`src/sv/frrd_pkg.sv`:
```
package frrd_pkg;

    // Command codes carried in s_axis_tuser
    localparam logic CMD_START = 1'b0;
    localparam logic CMD_BIT   = 1'b1;

    // Decoder phases
    localparam logic [2:0] PH_IDLE   = 3'd0;
    localparam logic [2:0] PH_METHOD = 3'd1;
    localparam logic [2:0] PH_ORDER  = 3'd2;
    localparam logic [2:0] PH_PARAM  = 3'd3;
    localparam logic [2:0] PH_ESCW   = 3'd4;
    localparam logic [2:0] PH_UNARY  = 3'd5;
    localparam logic [2:0] PH_LOW    = 3'd6;
    localparam logic [2:0] PH_RAW    = 3'd7;

    // Error codes
    localparam logic [1:0] ERR_OK       = 2'd0;
    localparam logic [1:0] ERR_METHOD   = 2'd1;
    localparam logic [1:0] ERR_ORDER    = 2'd2;
    localparam logic [1:0] ERR_OVERFLOW = 2'd3;

    // Field lengths and escape codes of the stream header
    localparam logic [5:0] METHOD_LEN     = 6'd2;
    localparam logic [5:0] ORDER_LEN      = 6'd4;
    localparam logic [5:0] PARAM_LEN_STD  = 6'd4;
    localparam logic [5:0] PARAM_LEN_WIDE = 6'd5;
    localparam logic [5:0] ESCW_LEN       = 6'd5;
    localparam logic [4:0] ESC_CODE_STD   = 5'd15;
    localparam logic [4:0] ESC_CODE_WIDE  = 5'd31;

    // Fixed port field widths
    localparam int BLOCK_W    = 17;
    localparam int ORDER_W    = 6;
    localparam int RESID_W    = 32;
    localparam int RUN_W      = 17;
    localparam int SAMPLE_W   = 16;
    localparam int PART_W     = 15;
    localparam int PCOUNT_W   = 16;
    localparam int IN_DATA_W  = 24;
    localparam int OUT_DATA_W = 80;
    localparam int OUT_USER_W = 3;

    // One result item
    typedef struct packed {
        logic [RESID_W-1:0]  residual;
        logic [RUN_W-1:0]    run_length;
        logic [SAMPLE_W-1:0] sample_index;
        logic [PART_W-1:0]   partition_index;
        logic                escaped;
        logic                last;
        logic [1:0]          error_code;
    } result_t;

endpackage

```
`src/sv/flac_residual_rice_decoder_core.sv`:
```
// Partitioned Rice residual decoder for one subframe, fed one stream bit per item.
// A start item (tuser = 0) latches block size and predictor order; each following
// bit item (tuser = 1) advances the decoder by one bit and yields at most one result
// item. Every input item is handled by the combinational bit-step logic that sits
// between the decoder state registers and the output register, so the block takes
// one item per clock unless stalled; a result appears on the master side in the cycle
// after the bit that completes it. s_axis_tready falls only while a result waits in the
// output register and m_axis_tready is low. There are no memories and no clearing pass.
module flac_residual_rice_decoder_core #(
    parameter int RESIDUAL_WIDTH  = 32,
    parameter int BLOCK_SIZE_BITS = 16
) (
    input  logic                              clk,
    input  logic                              rst_n,
    input  logic                              s_axis_tvalid,
    output logic                              s_axis_tready,
    // stream_bit [0], block_size [17:1], warmup_order [23:18]
    input  logic [frrd_pkg::IN_DATA_W-1:0]    s_axis_tdata,
    // command [0]
    input  logic                              s_axis_tuser,
    output logic                              m_axis_tvalid,
    input  logic                              m_axis_tready,
    // residual [31:0], run_length [48:32], sample_index [64:49],
    // partition_index [79:65]
    output logic [frrd_pkg::OUT_DATA_W-1:0]   m_axis_tdata,
    // escaped [0], error_code [2:1]
    output logic [frrd_pkg::OUT_USER_W-1:0]   m_axis_tuser,
    output logic                              m_axis_tlast
);

    localparam int BS_W        = BLOCK_SIZE_BITS + 1;
    localparam int RW_SH       = (RESIDUAL_WIDTH < 64) ? RESIDUAL_WIDTH : 63;
    localparam bit WIDTH_CHECK = (RESIDUAL_WIDTH < 64);
    localparam logic [frrd_pkg::BLOCK_W-1:0] BS_MAX = frrd_pkg::BLOCK_W'(1) << BLOCK_SIZE_BITS;

    // Input fields
    logic                              in_fire;
    logic                              in_bit;
    logic [frrd_pkg::BLOCK_W-1:0]      in_block_size;
    logic [frrd_pkg::ORDER_W-1:0]      in_order;

    // Decoder state
    logic [2:0]                        phase_reg, phase_next;
    logic                              wide_reg, wide_next;
    logic [3:0]                        porder_reg, porder_next;
    logic [frrd_pkg::PCOUNT_W-1:0]     pcount_reg, pcount_next;
    logic [BS_W-1:0]                   remaining_reg, remaining_next;
    logic [4:0]                        rice_k_reg, rice_k_next;
    logic [5:0]                        count_reg, count_next;
    logic [31:0]                       quot_reg, quot_next;
    logic [31:0]                       value_reg, value_next;
    logic [BS_W-1:0]                   done_reg, done_next;
    logic [BS_W-1:0]                   bs_reg, bs_next;
    logic [frrd_pkg::ORDER_W-1:0]      sorder_reg, sorder_next;

    // Output register
    logic                              out_valid_reg, out_valid_next;
    frrd_pkg::result_t                 out_reg, out_next;

    // Step logic
    frrd_pkg::result_t                 res;
    logic                              res_valid;
    logic [31:0]                       value_shift;
    logic [5:0]                        count_inc;
    logic [frrd_pkg::PCOUNT_W-1:0]     pcount_inc;
    logic [frrd_pkg::PCOUNT_W-1:0]     part_total;
    logic                              final_part;
    logic [31:0]                       quot_inc;
    logic [63:0]                       quot_inc_scaled;
    logic                              quot_too_wide;
    logic [63:0]                       rice_u;
    logic [31:0]                       rice_fold;
    logic                              rice_too_wide;
    logic [31:0]                       raw_mask;
    logic                              raw_sign;
    logic [31:0]                       raw_value;
    logic [BS_W-1:0]                   part_size;
    logic [5:0]                        param_len;
    logic [4:0]                        esc_code;
    logic                              do_emit;
    logic [31:0]                       emit_value;
    logic                              emit_esc;
    logic [2:0]                        emit_again;
    logic                              do_fail;
    logic [1:0]                        fail_code;
    logic                              do_finish;
    logic                              advance_part;

    assign in_fire       = s_axis_tvalid && s_axis_tready;
    assign in_bit        = s_axis_tdata[0];
    assign in_block_size = s_axis_tdata[17:1];
    assign in_order      = s_axis_tdata[23:18];
    assign s_axis_tready = !out_valid_reg || m_axis_tready;

    // Shared datapath terms
    assign value_shift     = {value_reg[30:0], in_bit};
    assign count_inc       = count_reg + 6'd1;
    assign pcount_inc      = pcount_reg + frrd_pkg::PCOUNT_W'(1);
    assign part_total      = frrd_pkg::PCOUNT_W'(1) << porder_reg;
    assign final_part      = pcount_inc >= part_total;
    assign quot_inc        = quot_reg + 32'd1;
    assign quot_inc_scaled = 64'(quot_inc) << rice_k_reg;
    assign quot_too_wide   = WIDTH_CHECK && ((quot_inc_scaled >> RW_SH) != 64'd0);
    assign param_len       = wide_reg ? frrd_pkg::PARAM_LEN_WIDE : frrd_pkg::PARAM_LEN_STD;
    assign esc_code        = wide_reg ? frrd_pkg::ESC_CODE_WIDE : frrd_pkg::ESC_CODE_STD;

    // Rice value: quotient scaled by k, low bits ORed in while in the low-bit phase
    always_comb
    begin
        rice_u = 64'(quot_reg) << rice_k_reg;
        if (phase_reg == frrd_pkg::PH_LOW)
        begin
            rice_u = rice_u | 64'(value_shift);
        end
    end
    assign rice_too_wide = WIDTH_CHECK && ((rice_u >> RW_SH) != 64'd0);
    assign rice_fold     = rice_u[0] ? ~rice_u[32:1] : rice_u[32:1];

    // Raw escape sample: sign-extend from the escape width
    assign raw_mask  = 32'hFFFF_FFFF << rice_k_reg;
    assign raw_sign  = value_shift[5'(rice_k_reg - 5'd1)];
    assign raw_value = raw_sign ? (value_shift | raw_mask) : (value_shift & ~raw_mask);

    // Partition size: first partition loses the warm-up samples
    always_comb
    begin
        part_size = bs_reg >> porder_reg;
        if (pcount_reg == '0)
        begin
            part_size = part_size - BS_W'(sorder_reg);
        end
    end

    // Advance the decoder by one item
    always_comb
    begin
        phase_next     = phase_reg;
        wide_next      = wide_reg;
        porder_next    = porder_reg;
        pcount_next    = pcount_reg;
        remaining_next = remaining_reg;
        rice_k_next    = rice_k_reg;
        count_next     = count_reg;
        quot_next      = quot_reg;
        value_next     = value_reg;
        done_next      = done_reg;
        bs_next        = bs_reg;
        sorder_next    = sorder_reg;

        res_valid           = 1'b0;
        res.residual        = '0;
        res.run_length      = '0;
        res.sample_index    = frrd_pkg::SAMPLE_W'(done_reg);
        res.partition_index = frrd_pkg::PART_W'(pcount_reg);
        res.escaped         = 1'b0;
        res.last            = 1'b0;
        res.error_code      = frrd_pkg::ERR_OK;

        do_emit      = 1'b0;
        emit_value   = '0;
        emit_esc     = 1'b0;
        emit_again   = frrd_pkg::PH_UNARY;
        do_fail      = 1'b0;
        fail_code    = frrd_pkg::ERR_OK;
        do_finish    = 1'b0;
        advance_part = 1'b0;

        if (in_fire)
        begin
            if (s_axis_tuser == frrd_pkg::CMD_START)
            begin
                // Abandon any section and latch the new block
                wide_next      = 1'b0;
                porder_next    = '0;
                pcount_next    = '0;
                remaining_next = '0;
                rice_k_next    = '0;
                count_next     = '0;
                quot_next      = '0;
                value_next     = '0;
                done_next      = '0;
                bs_next        = (in_block_size > BS_MAX) ? BS_W'(BS_MAX) : BS_W'(in_block_size);
                sorder_next    = in_order;
                phase_next     = frrd_pkg::PH_METHOD;
            end
            else
            begin
                case (phase_reg)
                    frrd_pkg::PH_METHOD:
                    begin
                        value_next = value_shift;
                        count_next = count_inc;
                        if (count_inc >= frrd_pkg::METHOD_LEN)
                        begin
                            if (value_shift[1])
                            begin
                                do_fail   = 1'b1;
                                fail_code = frrd_pkg::ERR_METHOD;
                            end
                            else
                            begin
                                wide_next  = value_shift[0];
                                count_next = '0;
                                value_next = '0;
                                phase_next = frrd_pkg::PH_ORDER;
                            end
                        end
                    end
                    frrd_pkg::PH_ORDER:
                    begin
                        value_next = value_shift;
                        count_next = count_inc;
                        if (count_inc >= frrd_pkg::ORDER_LEN)
                        begin
                            porder_next = value_shift[3:0];
                            if ((bs_reg >> value_shift[3:0]) < BS_W'(sorder_reg))
                            begin
                                do_fail   = 1'b1;
                                fail_code = frrd_pkg::ERR_ORDER;
                            end
                            else
                            begin
                                pcount_next = '0;
                                count_next  = '0;
                                value_next  = '0;
                                phase_next  = frrd_pkg::PH_PARAM;
                            end
                        end
                    end
                    frrd_pkg::PH_PARAM:
                    begin
                        value_next = value_shift;
                        count_next = count_inc;
                        if (count_inc >= param_len)
                        begin
                            remaining_next = part_size;
                            rice_k_next    = value_shift[4:0];
                            count_next     = '0;
                            value_next     = '0;
                            quot_next      = '0;
                            if (value_shift[4:0] == esc_code)
                            begin
                                phase_next = frrd_pkg::PH_ESCW;
                            end
                            else if (part_size == '0)
                            begin
                                advance_part = 1'b1;
                            end
                            else
                            begin
                                phase_next = frrd_pkg::PH_UNARY;
                            end
                        end
                    end
                    frrd_pkg::PH_ESCW:
                    begin
                        value_next = value_shift;
                        count_next = count_inc;
                        if (count_inc >= frrd_pkg::ESCW_LEN)
                        begin
                            rice_k_next = value_shift[4:0];
                            count_next  = '0;
                            value_next  = '0;
                            if (remaining_reg == '0)
                            begin
                                advance_part = 1'b1;
                            end
                            else if (value_shift[4:0] == 5'd0)
                            begin
                                // Zero-width escape: one run covering the partition
                                res_valid      = 1'b1;
                                res.run_length = frrd_pkg::RUN_W'(remaining_reg);
                                res.escaped    = 1'b1;
                                res.last       = final_part;
                                done_next      = done_reg + remaining_reg;
                                remaining_next = '0;
                                advance_part   = 1'b1;
                            end
                            else
                            begin
                                phase_next = frrd_pkg::PH_RAW;
                            end
                        end
                    end
                    frrd_pkg::PH_UNARY:
                    begin
                        if (!in_bit)
                        begin
                            if ((quot_reg == 32'hFFFF_FFFF) || quot_too_wide)
                            begin
                                do_fail   = 1'b1;
                                fail_code = frrd_pkg::ERR_OVERFLOW;
                            end
                            else
                            begin
                                quot_next = quot_inc;
                            end
                        end
                        else
                        begin
                            value_next = '0;
                            count_next = '0;
                            if (rice_k_reg == 5'd0)
                            begin
                                do_finish = 1'b1;
                            end
                            else
                            begin
                                phase_next = frrd_pkg::PH_LOW;
                            end
                        end
                    end
                    frrd_pkg::PH_LOW:
                    begin
                        value_next = value_shift;
                        count_next = count_inc;
                        if (count_inc >= {1'b0, rice_k_reg})
                        begin
                            do_finish = 1'b1;
                        end
                    end
                    frrd_pkg::PH_RAW:
                    begin
                        value_next = value_shift;
                        count_next = count_inc;
                        if (count_inc >= {1'b0, rice_k_reg})
                        begin
                            do_emit    = 1'b1;
                            emit_value = raw_value;
                            emit_esc   = 1'b1;
                            emit_again = frrd_pkg::PH_RAW;
                        end
                    end
                    default:
                    begin
                        // Idle: drop stray bits
                    end
                endcase
            end
        end

        // Close a Rice code: range check, then fold to signed
        if (do_finish)
        begin
            if (rice_too_wide)
            begin
                do_fail   = 1'b1;
                fail_code = frrd_pkg::ERR_OVERFLOW;
            end
            else
            begin
                do_emit    = 1'b1;
                emit_value = rice_fold;
                emit_esc   = 1'b0;
                emit_again = frrd_pkg::PH_UNARY;
            end
        end

        // Emit one single-sample item
        if (do_emit)
        begin
            res_valid      = 1'b1;
            res.residual   = emit_value;
            res.run_length = frrd_pkg::RUN_W'(1);
            res.escaped    = emit_esc;
            res.last       = (remaining_reg == BS_W'(1)) && final_part;
            done_next      = done_reg + BS_W'(1);
            remaining_next = remaining_reg - BS_W'(1);
            count_next     = '0;
            value_next     = '0;
            quot_next      = '0;
            if (remaining_reg == BS_W'(1))
            begin
                advance_part = 1'b1;
            end
            else
            begin
                phase_next = emit_again;
            end
        end

        // Move to the next partition or end the section
        if (advance_part)
        begin
            pcount_next = pcount_inc;
            if (final_part)
            begin
                phase_next = frrd_pkg::PH_IDLE;
            end
            else
            begin
                phase_next = frrd_pkg::PH_PARAM;
                count_next = '0;
                value_next = '0;
            end
        end

        // Error item ends the section
        if (do_fail)
        begin
            res_valid      = 1'b1;
            res.residual   = '0;
            res.run_length = '0;
            res.escaped    = 1'b0;
            res.last       = 1'b1;
            res.error_code = fail_code;
            phase_next     = frrd_pkg::PH_IDLE;
        end
    end

    // Load the output register, hold it while stalled
    always_comb
    begin
        out_valid_next = out_valid_reg;
        out_next       = out_reg;
        if (in_fire && res_valid)
        begin
            out_valid_next = 1'b1;
            out_next       = res;
        end
        else if (m_axis_tready)
        begin
            out_valid_next = 1'b0;
        end
    end

    // Control state
    always_ff @(posedge clk or negedge rst_n)
    begin
        if (!rst_n)
        begin
            phase_reg     <= frrd_pkg::PH_IDLE;
            wide_reg      <= 1'b0;
            porder_reg    <= '0;
            pcount_reg    <= '0;
            remaining_reg <= '0;
            rice_k_reg    <= '0;
            count_reg     <= '0;
            quot_reg      <= '0;
            value_reg     <= '0;
            done_reg      <= '0;
            bs_reg        <= '0;
            sorder_reg    <= '0;
            out_valid_reg <= 1'b0;
        end
        else
        begin
            phase_reg     <= phase_next;
            wide_reg      <= wide_next;
            porder_reg    <= porder_next;
            pcount_reg    <= pcount_next;
            remaining_reg <= remaining_next;
            rice_k_reg    <= rice_k_next;
            count_reg     <= count_next;
            quot_reg      <= quot_next;
            value_reg     <= value_next;
            done_reg      <= done_next;
            bs_reg        <= bs_next;
            sorder_reg    <= sorder_next;
            out_valid_reg <= out_valid_next;
        end
    end

    // Result payload
    always_ff @(posedge clk)
    begin
        out_reg <= out_next;
    end

    assign m_axis_tvalid = out_valid_reg;
    assign m_axis_tdata  = {out_reg.partition_index, out_reg.sample_index,
                            out_reg.run_length, out_reg.residual};
    assign m_axis_tuser  = {out_reg.error_code, out_reg.escaped};
    assign m_axis_tlast  = out_reg.last;

    // An error item always closes the section
    a_error_is_last: assert property (@(posedge clk) disable iff (!rst_n)
        (m_axis_tvalid && (m_axis_tuser[2:1] != frrd_pkg::ERR_OK)) |-> m_axis_tlast)
        else $error("error item without tlast");

    // An error item carries no run
    a_error_no_run: assert property (@(posedge clk) disable iff (!rst_n)
        (m_axis_tvalid && (m_axis_tuser[2:1] != frrd_pkg::ERR_OK)) |->
        (m_axis_tdata[48:32] == '0))
        else $error("error item with nonzero run length");

    // The decoder goes idle after an error
    a_error_idles: assert property (@(posedge clk) disable iff (!rst_n)
        (in_fire && res_valid && (res.error_code != frrd_pkg::ERR_OK)) |=>
        (phase_reg == frrd_pkg::PH_IDLE))
        else $error("decoder not idle after error");

    // A start item rewinds the section
    a_start_rewinds: assert property (@(posedge clk) disable iff (!rst_n)
        (in_fire && (s_axis_tuser == frrd_pkg::CMD_START)) |=>
        ((phase_reg == frrd_pkg::PH_METHOD) && (done_reg == '0) && (pcount_reg == '0)))
        else $error("start item did not rewind the decoder");

endmodule

```
`config.mk`:
```
export PLATFORM = sky130hd
export DESIGN_NAME = flac_residual_rice_decoder_core
export DESIGN_NICKNAME = d
export VERILOG_FILES = /design/src/sv/frrd_pkg.sv /design/src/sv/flac_residual_rice_decoder_core.sv
export SDC_FILE = /design/constraint.sdc
export NUM_CORES = 1
export LEC_CHECK = 0
export BUFFER_PORTS_ARGS = -buffer_cell sky130_fd_sc_hd__buf_2
export CELL_PAD_IN_SITES_DETAIL_PLACEMENT = 0
export CELL_PAD_IN_SITES_GLOBAL_PLACEMENT = 2
export CORE_MARGIN = 1
export CORE_UTILIZATION = 35
export DETAILED_ROUTE_END_ITERATION = 7
export HOLD_SLACK_MARGIN = 0.08
export PLACE_DENSITY_LB_ADDON = 0.15
export SLEW_MARGIN = 20
export SYNTH_ARGS = -nofsm -noshare
export SYNTH_HDL_FRONTEND = slang
export SYNTH_SLANG_ARGS = --single-unit
export TNS_END_PERCENT = 50
```
`constraint.sdc`:
```
create_clock -name clk -period 6.2 [get_ports clk]
set_clock_uncertainty 0.2 [all_clocks]
set_input_delay 0 -clock clk [delete_from_list [all_inputs] [get_ports clk]]
set_output_delay 0 -clock clk [all_outputs]
set_load 0.005 [all_outputs]
```
Yosys cells after proc, flatten, opt, wreduce, memory -nomap -nowiden --
Cells that the tools add are included.
Storage, ports and cells: output and inout port bits 86, RAM bits 0, memories kept 0, word-level logic and storage cells 290, latch bits 0, input port bits 29, bits in read-only memories 0, flip-flop bits (word level) 241
Operators by class: bitwise gates (word level) 11, equality and inequality tests 33, add/sub/neg operators 8, divide/modulo/power cells 0, multiply operators 0, multiplexer cells 175, order comparisons 9, shifts and indexed selects 6, reduce and logical (&&, ||, !) cells 27
Operators by type and width (number):
- $mux 32 | 26
- $mux 17 | 16
- $pmux 32 s6 | 1
- $reduce_bool 64->1 | 2
- $shl 32x5->64 | 2
- $mux 16 | 6
- $mux 6 | 12
- $mux 64 | 1
- $not 32->32 | 2
- $or 64x32->64 | 1
- $pmux 32 s2 | 1
- $mux 3 | 20
- $mux 1 | 56
- $mux 2 | 20
- $pmux 6 s6 | 1
- $logic_not 17->1 | 2
- $pmux 17 s2 | 1
- $shr 17x4->17 | 2
- $add 32x1->32 const B | 1
- $and 32x32->32 | 1
- $eq 32x32->1 const B | 1
- $or 32x32->32 | 1
- $shl 32x5->32 const A | 1
- $ne 4x4->1 const B | 6
- 48 further kinds | 86

Depth between registers and ports, before layout --
word-level depth 14, depth in mapped cells 22, depth with buffers taken out 18

Least setup slack after synthesis --
No wires, ideal clock.
kind register to register, from register quot_reg[0], to register out_reg (netlist bit m_axis_tdata[0]) (enable), data arrival time 5295 ps, period minus slack after synthesis 6322 ps, cell stages (with the launch flop) 15, required time 5174 ps, path slack -122 ps, cells stage by stage dfrtp_1 -> ha_1 -> clkbuf_1 -> inv_1 -> or4_1 -> nor4_1 -> xnor2_1 -> a31oi_1 -> or3_1 -> a211o_1 -> a22o_1 -> a211oi_4 -> a2bb2oi_1 -> a21boi_2 -> nand2_1
On the way: word-level cells in the longest chain between the ends 13, elaborated cells between the ends (all ways) 21, those cells by class 1 x add/sub; 1 x eq/ne; 2 x shift; 12 x mux; 1 x bitwise; 4 x reduce/logical
Ends and longest elaborated chain:
- start: declaration | RTL line flac_residual_rice_decoder_core.sv:50 | logic [31:0] quot_reg, quot_next;
- start signal: assignment | RTL line flac_residual_rice_decoder_core.sv:455 | quot_reg <= quot_next;
- $add 32x1->32 | RTL line flac_residual_rice_decoder_core.sv:101 | assign quot_inc = quot_reg + 32'd1;
- $shl 32x5->64 | RTL line flac_residual_rice_decoder_core.sv:102 | assign quot_inc_scaled = 64'(quot_inc) << rice_k_reg;
- $reduce_bool 64->1 | RTL line flac_residual_rice_decoder_core.sv:103 | assign quot_too_wide = WIDTH_CHECK && ((quot_inc_scaled >> RW_SH) != 64'd0);
- $logic_or 1x1->1 | RTL line flac_residual_rice_decoder_core.sv:289 | if ((quot_reg == 32'hFFFF_FFFF) || quot_too_wide)
- $mux 1 | RTL line flac_residual_rice_decoder_core.sv:289
- $mux 1 | RTL line flac_residual_rice_decoder_core.sv:287 | if (!in_bit)
- $pmux 1 s3 | RTL line flac_residual_rice_decoder_core.sv:188 | case (phase_reg)
- $mux 1 | RTL line flac_residual_rice_decoder_core.sv:170 | if (s_axis_tuser == frrd_pkg::CMD_START)
- $mux 1 | RTL line flac_residual_rice_decoder_core.sv:168 | if (in_fire)
- $mux 1 | RTL line flac_residual_rice_decoder_core.sv:345 | if (rice_too_wide)
- $mux 1 | RTL line flac_residual_rice_decoder_core.sv:343 | if (do_finish)
- $mux 1 (*) | RTL line flac_residual_rice_decoder_core.sv:399 | if (do_fail)
- $logic_and 1x1->1 (*) | RTL line flac_residual_rice_decoder_core.sv:416 | if (in_fire && res_valid)
- end signal: assignment | RTL line flac_residual_rice_decoder_core.sv:467 | out_reg <= out_next;
- end: declaration | RTL line flac_residual_rice_decoder_core.sv:58 | frrd_pkg::result_t out_reg, out_next;
Mark *: on every way between the ends. The rest lies on a longest branch, timed or not. A chain may end at the register's enable or synchronous reset.

Worst setup path after layout --
from register porder_reg[1], to register value_reg[6]
On the way: word-level cells in the longest chain between the ends 13, elaborated cells between the ends (all ways) 16, those cells by class 1 x add/sub; 1 x order compare; 2 x shift; 11 x mux; 1 x reduce/logical
Ends and longest elaborated chain:
- start: declaration | RTL line flac_residual_rice_decoder_core.sv:45 | logic [3:0] porder_reg, porder_next;
- start signal: assignment | RTL line flac_residual_rice_decoder_core.sv:450 | porder_reg <= porder_next;
- $shr 17x4->17 | RTL line flac_residual_rice_decoder_core.sv:127 | part_size = bs_reg >> porder_reg;
- $sub 17x6->17 | RTL line flac_residual_rice_decoder_core.sv:130 | part_size = part_size - BS_W'(sorder_reg);
- $mux 17 | RTL line flac_residual_rice_decoder_core.sv:128 | if (pcount_reg == '0)
- $logic_not 17->1 | RTL line flac_residual_rice_decoder_core.sv:245 | else if (part_size == '0)
- $mux 1 | RTL line flac_residual_rice_decoder_core.sv:245
- $mux 1 | RTL line flac_residual_rice_decoder_core.sv:241 | if (value_shift[4:0] == esc_code)
- $mux 1 | RTL line flac_residual_rice_decoder_core.sv:234 | if (count_inc >= param_len)
- $pmux 1 s2 | RTL line flac_residual_rice_decoder_core.sv:188
- $mux 1 | RTL line flac_residual_rice_decoder_core.sv:170
- $mux 1 | RTL line flac_residual_rice_decoder_core.sv:168
- $mux 1 | RTL line flac_residual_rice_decoder_core.sv:372 | if (remaining_reg == BS_W'(1))
- $mux 1 | RTL line flac_residual_rice_decoder_core.sv:360 | if (do_emit)
- $mux 32 (*) | RTL line flac_residual_rice_decoder_core.sv:383 | if (advance_part)
- via value_next[6] | RTL line flac_residual_rice_decoder_core.sv:51 | logic [31:0] value_reg, value_next;
- end signal: assignment | RTL line flac_residual_rice_decoder_core.sv:456 | value_reg <= value_next;
- end: declaration | RTL line flac_residual_rice_decoder_core.sv:51
The timed path passes the listed nets; every way through them passes the cells marked *.

==> summary.md <==
| Metric | Value |
|---|---|
| Simple-Gate Fraction of Synth Area | between 10% and 20% |
| CP bufs+invs | 4 |
| Vias in the first global route | 18300 |
| Post-synth top area cell | dfrtp_1 |
| Setup WS pre-CTS | 179 ps |
| Post-synth EDFFs | 84 |
| R2r endpoint | value_reg[6] |
| DP Wirelength | between 50000 and 60000 µm |
| Reg power frac | around 28% |
| Synthesized Nets | 2435 |
| I/O pin count | 115 |
| Final setup fails | 0 |
| Power Density | 351 mW/mm² |
| Net Sw Power | ~3.6 mW |
| Async set-or-reset flop fraction in the synthesized netlist | 64.9% |
| Share of cells above drive strength 1 | 15.4% |
| Mapped Area | 0.0201 mm² |
| Layout net count | 2526 |
| Syn_area_per_cell | 8.57 µm² |
| Critical-path cell list | buf_4, nor2b_1, a2bb2oi_1, a221o_1, a21oi_1, ha_1, a21oi_1, o211ai_1, nor2_1, or4b_2, a22oi_1, nand4_1, nor4_1, buf_4, nand2b_1, a21oi_1, buf_4, a21o_1, buf_4, nor3_1 |
| Largest net degree at the start of global routing | 86 |
| Min Hold Slack | 155 ps |
| Period utilization | 95.7% |
| Pins Over Slew Limit | 0 |
| Total GRT Usage | roughly a quarter |
| Final setup margin | 268 ps |
| First-pass GRT wire length | 116000 µm |
| MaxCap Viol Count | 0 |
| Xor/xnor share of the synthesized area | 4.01% |
| Number of library cell types mapped by synthesis | 85 |
| Yosys warns | 0 |
| Vias per cell | 6.05 |
| DP Cell Count | 3068 |
| Number of core rows | 87 |
| Die Width | 241 µm |
| CP Capture Type | flip-flop |
| GRT Residual Overflow | 0 |
| Starting Density | 35.5% |
| Clock network fraction of total power | 23.0% |
| Vias | 19400 |
| CP max-delay cell | dfrtp_1 |
| Most frequent cells in the layout | nand2_1, nor2_1, o21ai_0, dfrtp_1, a21oi_1 |
| CP top delay family | compound AO/OA/AOI/OAI gates |
| Leak Pwr | 9.23 nW |
| Post-synthesis sequential area ratio | approximately a third |
| Post-synthesis adder-cell area fraction | slightly above 4% |
| Total wire length | 75400 µm |
| Worst Max-Slew Pin Slew | 1070 ps |
| Max VDD drop | about 0.25 mV |
| Flop2flop setup slack | 270 ps |
| CP max FO | 35 |
| Minimum clock period | 5930 ps |
| Wire per inst | 23.5 µm |
| H-tree Lvls | 1 |
| CTS clk-pin slew, worst paths | roughly 70 ps |
| Post-route ant nets | 0 |
| Core area | ~0.056 mm² |
| Post-synthesis mux area share | 11.2% |
| Largest stage delay, worst path | 680 ps |
| Power Total | 8.18 mW |
| Max reg flops | 80 |
| Fmax | around 0.17 GHz |
| Clock buffer depth | 3 |
| Clock tree sinks | 239 |
| Hold crit path type | input pin to flip-flop |
| FF-to-FF path depth | 20 |
| DR iter-0 viols | 1799 |
| IO buf count | 114 |
| GPL Wtd Cong | 0.874 |
| Clock Latency Late Sink | ~620 ps |
| Final cell count without fillers | 3214 |
| DRC | 0 |
| Die Span Y | 241 µm |
| Initial antenna violation count | 0 |
| Top FF cell, synth | dfrtp_1 |
| Slew headroom | 28.7% |
| Critical R2R Launch | porder_reg[1] |
| Critical Path Source Type | flip-flop |
| Synth Register Bits | 239 |
| Root buf cell | clkbuf_16 |
| Critical path depth | 20 |
| Worst path required time | about 6500 ps |
| CP Data Arrival Time | 6210 ps |
| Critical Setup Path Class | flip-flop to flip-flop |
| Share of the synthesized area in the top cell type | about a fifth |
| CP startpoint | porder_reg[1] |
| Drt first pass iters | 6 |
| Most common cell on crit path | buf_4 |
| Final hold viol count | 0 |
| Commonest non-fill, non-tap cell in the layout | nand2_1 |
| Internal Power | approximately 4.6 mW |
| Main combinational cell family by area after synthesis | compound AO/OA/AOI/OAI gates |
| Comb power frac | 48.7% |
| CTS buffer count | 30 |
| Gate Count Post-Synth | 2342 |
| Worst Setup EP | value_reg[6] |
| Status | finished, final reports clean |
| Compound-gate portion of the synthesized area | between 20% and 30% |
| Layout area overhead | 16.1% |
| Sw frac | between 40% and 50% |
| Top post-synthesis cells by area | dfrtp_1, edfxtp_1, mux4_2, nand2_1, ha_1 |
| Die ar. | a little under 0.06 mm² |
| CTS tree | done |
-- per-stage QoR --
step,instance area [µm²],utilization (%),setup TNS [ps]
finish,23300,41.3,0
CTS,23300,41.2,0
detailed placement,21300,37.8,0
floorplan,20100,-,0
global route,23300,41.3,-20.1
global placement,21300,37.8,0
-- layer usage --
| layer | up-vias | wire [µm] | global-route usage, % |
|---|---|---|---|
| li1 | 9080 | - | - |
| met2 | 690 | 32100 | 37.8 |
| met5 | - | 0 | 0 |
| met3 | 83 | 4690 | 3.24 |
| met1 | 9586 | 37000 | 39.8 |
| met4 | 0 | 1650 | 5.77 |
-- power groups by stage --
stage,logic (mW),clock network (mW),registers [mW]
finish,3.98,1.88,2.32
detailed placement,3.85,0,2.34
CTS,3.94,1.93,2.31
global placement,3.83,0,2.34
floorplan,3.00,0,2.05
global route,4.40,1.97,2.37
-- tightest hold or removal path: stages --
cell,delay [ps]
dlygate4sd3_1,530
buf_2,100
nand2b_1,200
nand3_1,90
-- cell type report --
| class | instances | area [µm²] |
|---|---|---|
| multi-input cells | 1823 | 12600 |
| inverters | 68 | 255 |
| repair buffers | 271 | 2010 |
| clock buffers | 38 | 841 |
| flip-flops and latches | 239 | 6410 |
| fillers | 5703 | 33200 |
| clock inverters | 18 | 209 |
| well taps | 756 | 946 |
| diodes | 1 | 2.50 |
-- cells in the mapped netlist (19+ instances only) --
master and count:
mux2_2 37, a22oi_1 49, nand3_1 80, xor2_1 46, nand2_1 222, mux4_2 55
and2_1 34, clkbuf_1 162, ha_1 62, a21oi_1 144, o21ai_0 151, a211oi_1 29
a31oi_1 33, nor3_1 80, o22ai_1 44, nor2_1 183, o211ai_1 19, dfrtp_1 155
and3_1 27, nand2b_1 19, a22o_1 27, nor4_1 26, nand4_1 39, mux2i_1 60
o31ai_1 37, buf_1 29, inv_1 61, edfxtp_1 84, xnor2_1 46
-- cell families after synthesis --
| family | count (synthesis) |
|---|---|
| XOR/XNOR | 92 |
| flip-flops | 239 |
| buffers and inverters | 280 |
| multiplexers | 152 |
| AND/OR/NAND/NOR | 797 |
| AO/OA/AOI/OAI | 718 |
| adder cells (fa/ha/maj) | 64 |
-- worst min path at each step --
stage                         end  slack [ps]     startpoint  cells past startpoint
global route        m_axis_tvalid         210  m_axis_tready                      4
CTS                 m_axis_tvalid         120  m_axis_tready                      4
detailed placement  value_reg[11]         -20          rst_n                      1
global placement    value_reg[13]         -20          rst_n                      1
finish              m_axis_tvalid         160  m_axis_tready                      4
floorplan               bs_reg[0]        -500          rst_n                      0
-- timing repair --
action / in CTS / in global routing
endpoints found under the hold margin: 142 / 0
hold buffers: 85 / 0
setup endpoints to repair: 0 / 97
setup buffers: 0 / 4
resized for setup: 0 / 2
No activity file was read; power rests on OpenSTA's default activity.
